**config.mk**
```make
export PLATFORM = sky130hd
export DESIGN_NAME = quaternion_w_reconstruct_core
export DESIGN_NICKNAME = d
export VERILOG_FILES = /design/src/rtl/qwr_pkg.sv /design/src/rtl/qwr_front.sv /design/src/rtl/qwr_sqrt_pipe.sv /design/src/rtl/qwr_out_stage.sv /design/src/rtl/quaternion_w_reconstruct_core.sv
export SDC_FILE = /design/constraint.sdc
export NUM_CORES = 2
export LEC_CHECK = 0
export BUFFER_PORTS_ARGS = -buffer_cell sky130_fd_sc_hd__buf_2
export CORE_ASPECT_RATIO = 1.4
export CORE_MARGIN = 4
export CORE_UTILIZATION = 62
export CTS_CLUSTER_SIZE = 8
export DETAILED_ROUTE_END_ITERATION = 8
export GPL_ROUTABILITY_DRIVEN = 1
export PLACE_DENSITY = 0.76
export SYNTH_ARGS = -nofsm -noshare
export SYNTH_HDL_FRONTEND = slang
export SYNTH_HIERARCHICAL = 1
export SYNTH_SLANG_ARGS = --single-unit
```
**constraint.sdc**
```tcl
create_clock -name clk -period 7.9 [get_ports clk]
set_clock_uncertainty 0.15 [all_clocks]
set_input_delay 0.395 -clock clk [delete_from_list [all_inputs] [get_ports clk]]
set_output_delay 0.395 -clock clk [all_outputs]
set_load 0.03 [all_outputs]
```
**src/rtl/qwr_pkg.sv**
```systemverilog
// shared constants for the quaternion w reconstruction block
`default_nettype none

package qwr_pkg;

  // component width, signed q1.15 on the ports
  localparam int unsigned QW = 16;

  // default number of fraction bits
  localparam int unsigned FRAC_BITS_DEF = 15;

  // stream payload widths
  localparam int unsigned IN_TDATA_W  = 3 * QW;
  localparam int unsigned OUT_TDATA_W = QW;

  // largest root magnitude that fits the output (gives -32768)
  localparam int unsigned W_SAT = 32768;

endpackage

`default_nettype wire

```
**src/rtl/qwr_front.sv**
```systemverilog
// squaring stage and remainder stage: forms t = one - x^2 - y^2 - z^2
`default_nettype none

module qwr_front #(
  parameter int unsigned FRAC_BITS = qwr_pkg::FRAC_BITS_DEF
) (
  input  wire logic                                   clk,
  input  wire logic                                   rst_n,
  input  wire logic                                   in_valid,
  output      logic                                   in_ready,
  input  wire logic signed [qwr_pkg::QW-1:0]          quat_x,
  input  wire logic signed [qwr_pkg::QW-1:0]          quat_y,
  input  wire logic signed [qwr_pkg::QW-1:0]          quat_z,
  output      logic                                   out_valid,
  input  wire logic                                   out_ready,
  output      logic [2*(FRAC_BITS+1)-1:0]             rad,
  output      logic                                   clamp
);

  import qwr_pkg::*;

  localparam int unsigned RW    = FRAC_BITS + 1;
  localparam int unsigned RAD_W = 2 * RW;
  localparam int unsigned SQ_W  = 2 * QW - 1;
  localparam int unsigned SUM_W = 2 * QW;
  localparam int unsigned SW    = ((RAD_W > SUM_W + 1) ? RAD_W : (SUM_W + 1)) + 1;
  localparam logic [SW-1:0] ONE_V = {{(SW-1){1'b0}}, 1'b1} << (2 * FRAC_BITS);

  logic                  v1_r;
  logic                  v2_r;
  logic                  rdy1;
  logic                  rdy2;
  logic [SQ_W-1:0]       sq_x_r, sq_y_r, sq_z_r;
  logic [SQ_W-1:0]       sq_x_nxt, sq_y_nxt, sq_z_nxt;
  logic signed [SUM_W-1:0] px, py, pz;
  logic [SUM_W-1:0]      sum;
  logic [SW-1:0]         t_val;
  logic [RAD_W-1:0]      rad_r, rad_nxt;
  logic                  clamp_r, clamp_nxt;

  // stage readiness, bubbles are filled
  assign rdy2     = !v2_r || out_ready;
  assign rdy1     = !v1_r || rdy2;
  assign in_ready = rdy1;

  // squares, each at most 2^30 so the sign bit drops
  always_comb begin
    px       = SUM_W'(quat_x) * SUM_W'(quat_x);
    py       = SUM_W'(quat_y) * SUM_W'(quat_y);
    pz       = SUM_W'(quat_z) * SUM_W'(quat_z);
    sq_x_nxt = px[SQ_W-1:0];
    sq_y_nxt = py[SQ_W-1:0];
    sq_z_nxt = pz[SQ_W-1:0];
  end

  // remainder below one, sign gives the clamp
  always_comb begin
    sum       = SUM_W'(sq_x_r) + SUM_W'(sq_y_r) + SUM_W'(sq_z_r);
    t_val     = ONE_V - SW'(sum);
    clamp_nxt = t_val[SW-1];
    rad_nxt   = clamp_nxt ? '0 : t_val[RAD_W-1:0];
  end

  // valid bits
  always_ff @(posedge clk) begin
    if (!rst_n) begin
      v1_r <= 1'b0;
      v2_r <= 1'b0;
    end else begin
      if (rdy1) begin
        v1_r <= in_valid;
      end
      if (rdy2) begin
        v2_r <= v1_r;
      end
    end
  end

  // payload registers
  always_ff @(posedge clk) begin
    if (rdy1 && in_valid) begin
      sq_x_r <= sq_x_nxt;
      sq_y_r <= sq_y_nxt;
      sq_z_r <= sq_z_nxt;
    end
    if (rdy2 && v1_r) begin
      rad_r   <= rad_nxt;
      clamp_r <= clamp_nxt;
    end
  end

  assign out_valid = v2_r;
  assign rad       = rad_r;
  assign clamp     = clamp_r;

endmodule

`default_nettype wire

```
**src/rtl/qwr_sqrt_pipe.sv**
```systemverilog
// truncating square root, one root bit per pipeline stage
`default_nettype none

module qwr_sqrt_pipe #(
  parameter int unsigned FRAC_BITS = qwr_pkg::FRAC_BITS_DEF
) (
  input  wire logic                         clk,
  input  wire logic                         rst_n,
  input  wire logic                         in_valid,
  output      logic                         in_ready,
  input  wire logic [2*(FRAC_BITS+1)-1:0]   rad,
  input  wire logic                         clamp_in,
  output      logic                         out_valid,
  input  wire logic                         out_ready,
  output      logic [FRAC_BITS:0]           root,
  output      logic                         clamp_out
);

  import qwr_pkg::*;

  localparam int unsigned RW    = FRAC_BITS + 1;
  localparam int unsigned RAD_W = 2 * RW;

  logic             v_r   [RW];
  logic [RAD_W-1:0] rem_r [RW];
  logic [RW-1:0]    q_r   [RW];
  logic             cl_r  [RW];
  logic             rdy   [RW];

  genvar i;
  for (i = 0; i < RW; i++) begin : g_bit
    localparam int unsigned K = RW - 1 - i;

    logic             v_in;
    logic [RAD_W-1:0] rem_in;
    logic [RW-1:0]    q_in;
    logic             cl_in;
    logic             rdy_dn;
    logic [RAD_W-1:0] trial;
    logic [RAD_W-1:0] rem_nxt;
    logic [RW-1:0]    q_nxt;

    // stage inputs
    if (i == 0) begin : g_head
      assign v_in   = in_valid;
      assign rem_in = rad;
      assign q_in   = '0;
      assign cl_in  = clamp_in;
    end else begin : g_body
      assign v_in   = v_r[i-1];
      assign rem_in = rem_r[i-1];
      assign q_in   = q_r[i-1];
      assign cl_in  = cl_r[i-1];
    end

    // readiness from the stage below
    if (i == RW - 1) begin : g_tail
      assign rdy_dn = out_ready;
    end else begin : g_link
      assign rdy_dn = rdy[i+1];
    end
    assign rdy[i] = !v_r[i] || rdy_dn;

    // trial value 2*q*2^k + 2^(2k), then compare and subtract
    always_comb begin
      trial   = (RAD_W'(q_in) << (K + 1)) | (RAD_W'(1'b1) << (2 * K));
      rem_nxt = rem_in;
      q_nxt   = q_in;
      if (rem_in >= trial) begin
        rem_nxt = rem_in - trial;
        q_nxt   = q_in | (RW'(1'b1) << K);
      end
    end

    always_ff @(posedge clk) begin
      if (!rst_n) begin
        v_r[i] <= 1'b0;
      end else if (rdy[i]) begin
        v_r[i] <= v_in;
      end
    end

    always_ff @(posedge clk) begin
      if (rdy[i] && v_in) begin
        rem_r[i] <= rem_nxt;
        q_r[i]   <= q_nxt;
        cl_r[i]  <= cl_in;
      end
    end
  end

  assign in_ready  = rdy[0];
  assign out_valid = v_r[RW-1];
  assign root      = q_r[RW-1];
  assign clamp_out = cl_r[RW-1];

endmodule

`default_nettype wire

```
**src/rtl/qwr_out_stage.sv**
```systemverilog
// saturation, negation and the output register
`default_nettype none

module qwr_out_stage #(
  parameter int unsigned FRAC_BITS = qwr_pkg::FRAC_BITS_DEF
) (
  input  wire logic                          clk,
  input  wire logic                          rst_n,
  input  wire logic                          in_valid,
  output      logic                          in_ready,
  input  wire logic [FRAC_BITS:0]            root,
  input  wire logic                          clamp_in,
  output      logic                          out_valid,
  input  wire logic                          out_ready,
  output      logic signed [qwr_pkg::QW-1:0] quat_w,
  output      logic                          clamped
);

  import qwr_pkg::*;

  localparam int unsigned RW = FRAC_BITS + 1;
  localparam int unsigned MW = QW + 1;
  localparam int unsigned EW = (RW > MW) ? RW : MW;

  logic              v_r;
  logic [EW-1:0]     root_ext;
  logic [MW-1:0]     mag;
  logic [MW-1:0]     neg;
  logic [QW-1:0]     w_r, w_nxt;
  logic              cl_r;

  assign in_ready = !v_r || out_ready;

  // clip the root at 32768 and negate, a clamped item already has root zero
  always_comb begin
    root_ext = EW'(root);
    if (root_ext > EW'(W_SAT)) begin
      mag = MW'(W_SAT);
    end else begin
      mag = root_ext[MW-1:0];
    end
    neg   = MW'(0) - mag;
    w_nxt = neg[QW-1:0];
  end

  always_ff @(posedge clk) begin
    if (!rst_n) begin
      v_r <= 1'b0;
    end else if (in_ready) begin
      v_r <= in_valid;
    end
  end

  always_ff @(posedge clk) begin
    if (in_ready && in_valid) begin
      w_r  <= w_nxt;
      cl_r <= clamp_in;
    end
  end

  assign out_valid = v_r;
  assign quat_w    = w_r;
  assign clamped   = cl_r;

endmodule

`default_nettype wire

```
**src/rtl/quaternion_w_reconstruct_core.sv**
```systemverilog
// top level: rebuilds w = -floor(sqrt(one - x^2 - y^2 - z^2)) from a stream of x, y, z
// throughput: one beat per cycle while the output is not stalled
// one register stage per root bit plus squares, t and output
// every stage has its own valid bit, so bubbles close up while the output is stalled
// reset (synchronous, active low) clears all valid bits, data registers are not reset
`default_nettype none

module quaternion_w_reconstruct_core #(
  parameter int unsigned FRAC_BITS = qwr_pkg::FRAC_BITS_DEF
) (
  input  wire logic                              clk,
  input  wire logic                              rst_n,
  input  wire logic                              in_tvalid,
  output      logic                              in_tready,
  // quat_x [15:0], quat_y [31:16], quat_z [47:32]
  input  wire logic [qwr_pkg::IN_TDATA_W-1:0]    in_tdata,
  output      logic                              out_tvalid,
  input  wire logic                              out_tready,
  // quat_w [15:0]
  output      logic [qwr_pkg::OUT_TDATA_W-1:0]   out_tdata,
  // clamped [0]
  output      logic                              out_tuser
);

  import qwr_pkg::*;

  localparam int unsigned RW    = FRAC_BITS + 1;
  localparam int unsigned RAD_W = 2 * RW;

  logic signed [QW-1:0] quat_x, quat_y, quat_z;
  logic                 f_valid, f_ready, f_clamp;
  logic [RAD_W-1:0]     f_rad;
  logic                 s_valid, s_ready, s_clamp;
  logic [RW-1:0]        s_root;
  logic signed [QW-1:0] quat_w;

  // unpack the input beat
  assign quat_x = in_tdata[QW-1:0];
  assign quat_y = in_tdata[2*QW-1:QW];
  assign quat_z = in_tdata[3*QW-1:2*QW];

  qwr_front #(
    .FRAC_BITS (FRAC_BITS)
  ) u_front (
    .clk       (clk),
    .rst_n     (rst_n),
    .in_valid  (in_tvalid),
    .in_ready  (in_tready),
    .quat_x    (quat_x),
    .quat_y    (quat_y),
    .quat_z    (quat_z),
    .out_valid (f_valid),
    .out_ready (f_ready),
    .rad       (f_rad),
    .clamp     (f_clamp)
  );

  qwr_sqrt_pipe #(
    .FRAC_BITS (FRAC_BITS)
  ) u_sqrt (
    .clk       (clk),
    .rst_n     (rst_n),
    .in_valid  (f_valid),
    .in_ready  (f_ready),
    .rad       (f_rad),
    .clamp_in  (f_clamp),
    .out_valid (s_valid),
    .out_ready (s_ready),
    .root      (s_root),
    .clamp_out (s_clamp)
  );

  qwr_out_stage #(
    .FRAC_BITS (FRAC_BITS)
  ) u_out (
    .clk       (clk),
    .rst_n     (rst_n),
    .in_valid  (s_valid),
    .in_ready  (s_ready),
    .root      (s_root),
    .clamp_in  (s_clamp),
    .out_valid (out_tvalid),
    .out_ready (out_tready),
    .quat_w    (quat_w),
    .clamped   (out_tuser)
  );

  assign out_tdata = quat_w;

endmodule

`default_nettype wire

```
==> metrics <==
outcome=complete, no violations; post-layout minimum cycle time=7.15 ns; first-pass GRT wire length=about 230000 um; remaining global-route overflow=0; accumulated negative setup slack=0 ns; TritonCTS clock tree=yes; Via Count=41896; number of primary I/O pins=71; average via count per standard cell=roughly 5.7; WL final=143000 um; TritonCTS buffer count=108; remaining routing DRC violations=0; register clock-pin slew on the reported worst setup and hold paths=approximately 0.050 ns; ys flop type=edfxtp_1; category of the worst setup path launch point=input pin; area added between synthesis and finish=7.91%; Global Route Usage Sum=about 27%; Total Die Area=between 100000 and 150000 um2; part of the Yosys area used for sequential elements=between 30% and 40%; pin count of the biggest net entering global routing=between 80 and 90; total of flip-flops plus latches after synthesis=791; HPWL after detailed placement=116000 um; fraction of final layout cells sized beyond drive strength 1=5.70%; actual slew at the worst max-slew pin=1.19 ns; Initial DRT Pass Iterations=7; arrival time at the worst endpoint=7.41 ns; data required time of the worst path=between 8 and 9 ns; net count reported at finish=between 7000 and 8000; number of hold-slack violations in the final timing report=0; area of the mapped netlist=approximately 64000 um2; CP endpoint kind=flip-flop; final setup violation count=0; synthesized area per cell=11.0 um2; number of flops mapped to enable cells by yosys=787; most common library cell in the layout ignoring fill and taps=inv_1; f_max=140 MHz; path category of the worst min-delay check=input pin to flip-flop; post-placement cell count=slightly above 7000; Max clock buf depth=3; H-tree levels=3; period utilisation layout=90.5%; highest-count cells in the layout ignoring fill and taps=1251 x inv_1, 787 x edfxtp_1, 720 x fa_1; vias in the first global route=46143; number of maximum-capacitance violations=0; Filler cells=around 7600; category of the critical setup timing path=input pin to flip-flop; setup fix buffers added after clock tree synthesis=0; clock latency of the later-clocked register in the worst-skew pair=slightly below 0.7 ns; number of antenna violations at the first check in global routing=4; # clock sinks=791; Starting Density=62.6%; setup repair after global routing missed its margin=no; maximum fanout along the worst path=14; vertical die dimension=389 um; Die W=between 200 and 300 um; count of port buffers added during placement=70; RD Place Congestion=around 0.94; count of mapped cells out of synthesis=5851; Std-Cell Rows=139; Max Slew Vio Count=0; detailed router's first-iteration violation count=1983; post-layout instance count excluding filler cells=7341; Max-slew headroom=~18%; number of warnings issued by yosys=6; Yosys cell types=a little over 100; average detailed-routed wire length per instance=19.4 um; core outline area=103000 um2; clock tree root buffer cell=clkbuf_16; residual antenna-violating net count after detailed routing=0; proportion of register bits with asynchronous set or reset after synthesis=0%
-- area by class of cell --
| cell class | count | area, um2 | share of cell area [%] |
|---|---|---|---|
| clock buffer | 135 | 2830 | 4.08 |
| antenna | 1 | 2.50 | 0.00361 |
| timing repair buffer | 121 | 741 | 1.07 |
| inverter | 1258 | 4720 | 6.82 |
| tap | 1339 | 1680 | 2.42 |
| multi-input combinational | 3690 | 35400 | 51.2 |
| sequential | 791 | 23700 | 34.2 |
| clock inverter | 6 | 159 | 0.229 |
-- cell families (layout without fill, tap and decap cells) --
kind of cell    count (synthesis)  after routing  share of synthesized area, %
simple gates                 1407           1407                          11.1
buf+inv                      1371           1520                          8.08
fa+ha+maj                    1164           1164                          31.1
flops                         791            791                          36.9
compound gates                727            727                          7.42
xor+xnor                      370            370                          5.05
mux                            19             19                         0.327
other cells                     2              4                        0.0117
-- Yosys cell counts (7+ instances only) --
| cell | n | share of area (%) |
|---|---|---|
| inv_1 | 1251 | 7.3 |
| edfxtp_1 | 787 | 37 |
| fa_1 | 720 | 22 |
| ha_1 | 444 | 8.7 |
| nand2_1 | 410 | 2.4 |
| nor2_1 | 304 | 1.8 |
| xnor2_1 | 220 | 3.0 |
| a21oi_1 | 193 | 1.5 |
| o21ai_0 | 177 | 1.4 |
| xor2_1 | 150 | 2.0 |
| and2_1 | 116 | 1.1 |
| nor3_1 | 98 | 0.76 |
| clkbuf_1 | 94 | 0.55 |
| nor4_1 | 84 | 0.82 |
| a21o_1 | 80 | 0.94 |
| nand3_1 | 63 | 0.49 |
| nor2b_1 | 47 | 0.46 |
| nand2b_1 | 43 | 0.42 |
| nand4_1 | 42 | 0.41 |
| o21a_1 | 42 | 0.49 |
| and3_1 | 36 | 0.35 |
| or3_1 | 32 | 0.31 |
| o21bai_1 | 29 | 0.34 |
| or4_1 | 24 | 0.28 |
| or2_2 | 22 | 0.21 |
| o31ai_1 | 21 | 0.25 |
| a31oi_1 | 20 | 0.19 |
| a211oi_1 | 19 | 0.22 |
| a21boi_0 | 17 | 0.20 |
| mux2_2 | 15 | 0.26 |
| nor3_2 | 14 | 0.22 |
| nor4b_1 | 14 | 0.19 |
| a31o_2 | 12 | 0.16 |
| buf_2 | 12 | 0.094 |
| nor3b_1 | 12 | 0.14 |
| a2111oi_0 | 10 | 0.14 |
| o211ai_1 | 9 | 0.11 |
| a211o_1 | 8 | 0.11 |
| o31a_1 | 7 | 0.095 |
-- sequential cells by signal (all words and copies together) (netlist names) --
name and count:
u_out/clamped 1, u_out/quat_w 16, u_front/clamp 1, u_sqrt/cl_r 16
u_sqrt/q_r 136, u_sqrt/v_r 16, u_front/sq_z_r 30, u_front/v1_r 1
u_front/rad 32, u_front/out_valid 1, u_out/out_valid 1, u_front/sq_x_r 30
u_sqrt/rem_r 480, u_front/sq_y_r 30
-- critical path, cell delays in order --
cell and delay [ns]:
buf_2 0.31, inv_1 0.29, nor2_1 0.29, inv_1 0.10
fa_1 0.52, inv_1 0.06, fa_1 0.50, fa_1 0.52
fa_1 0.53, fa_1 0.55, inv_1 0.06, fa_1 0.57
inv_1 0.06, ha_1 0.34, and3_1 0.20, nand2_1 0.10
nor4_1 0.32, o311ai_0 0.29, o31ai_1 0.23, o211ai_1 0.17
buf_4 0.18, o211ai_1 0.24, a21o_1 0.17, a21oi_1 0.08
xnor2_1 0.32
-- routing by layer --
| layer | track usage (%) | vias to the layer above | wire [um] |
|---|---|---|---|
| met5 | 0 | - | 36 |
| met4 | 18.4 | 6 | 11400 |
| met3 | 2.97 | 525 | 4520 |
| met2 | 55.1 | 1075 | 84200 |
| met1 | 23.2 | 20838 | 42500 |
| li1 | - | 19452 | - |
-- timing repair --
item                                   4_1_cts  5_1_grt
gates resized for setup                      0        0
hold buffers                                 3        0
endpoints found under the hold margin        5        0
-- per-stage QoR --
stage                     util [%]  hold WS, ns  worst slack [ns]  area [um2]
after global placement        64.6        0.252             0.291       66300
after floorplan                  -        0.250             0.861       64200
after detailed placement      64.6        0.255             0.187       66300
after CTS                     67.5       0.0358             0.803       69300
after global routing          67.5       0.0829             0.453       69300
final                         67.5       0.0811             0.747       69300
-- path summary, 6_finish.rpt --
| path | cells past startpoint | to | slack [ns] | start |
|---|---|---|---|---|
| max | 25 | u_front/sq_y_r[30]$_DFFE_PP_ | 0.75 | in_tdata[18] |
| min | 2 | u_front/out_valid$_SDFFE_PN0P_ | 0.08 | rst_n |
| max reg2reg | 12 | u_front/rad[27]$_SDFFCE_PP0P_ | 2.40 | u_front/sq_x_r[10]$_DFFE_PP_ |
| min reg2reg | 0 | u_sqrt/cl_r[10]$_DFFE_PP_ | 0.26 | u_sqrt/cl_r[9]$_DFFE_PP_ |
Power is not shown: default switching activity piles up to over one toggle a cycle in this logic, so the estimate is an artifact.
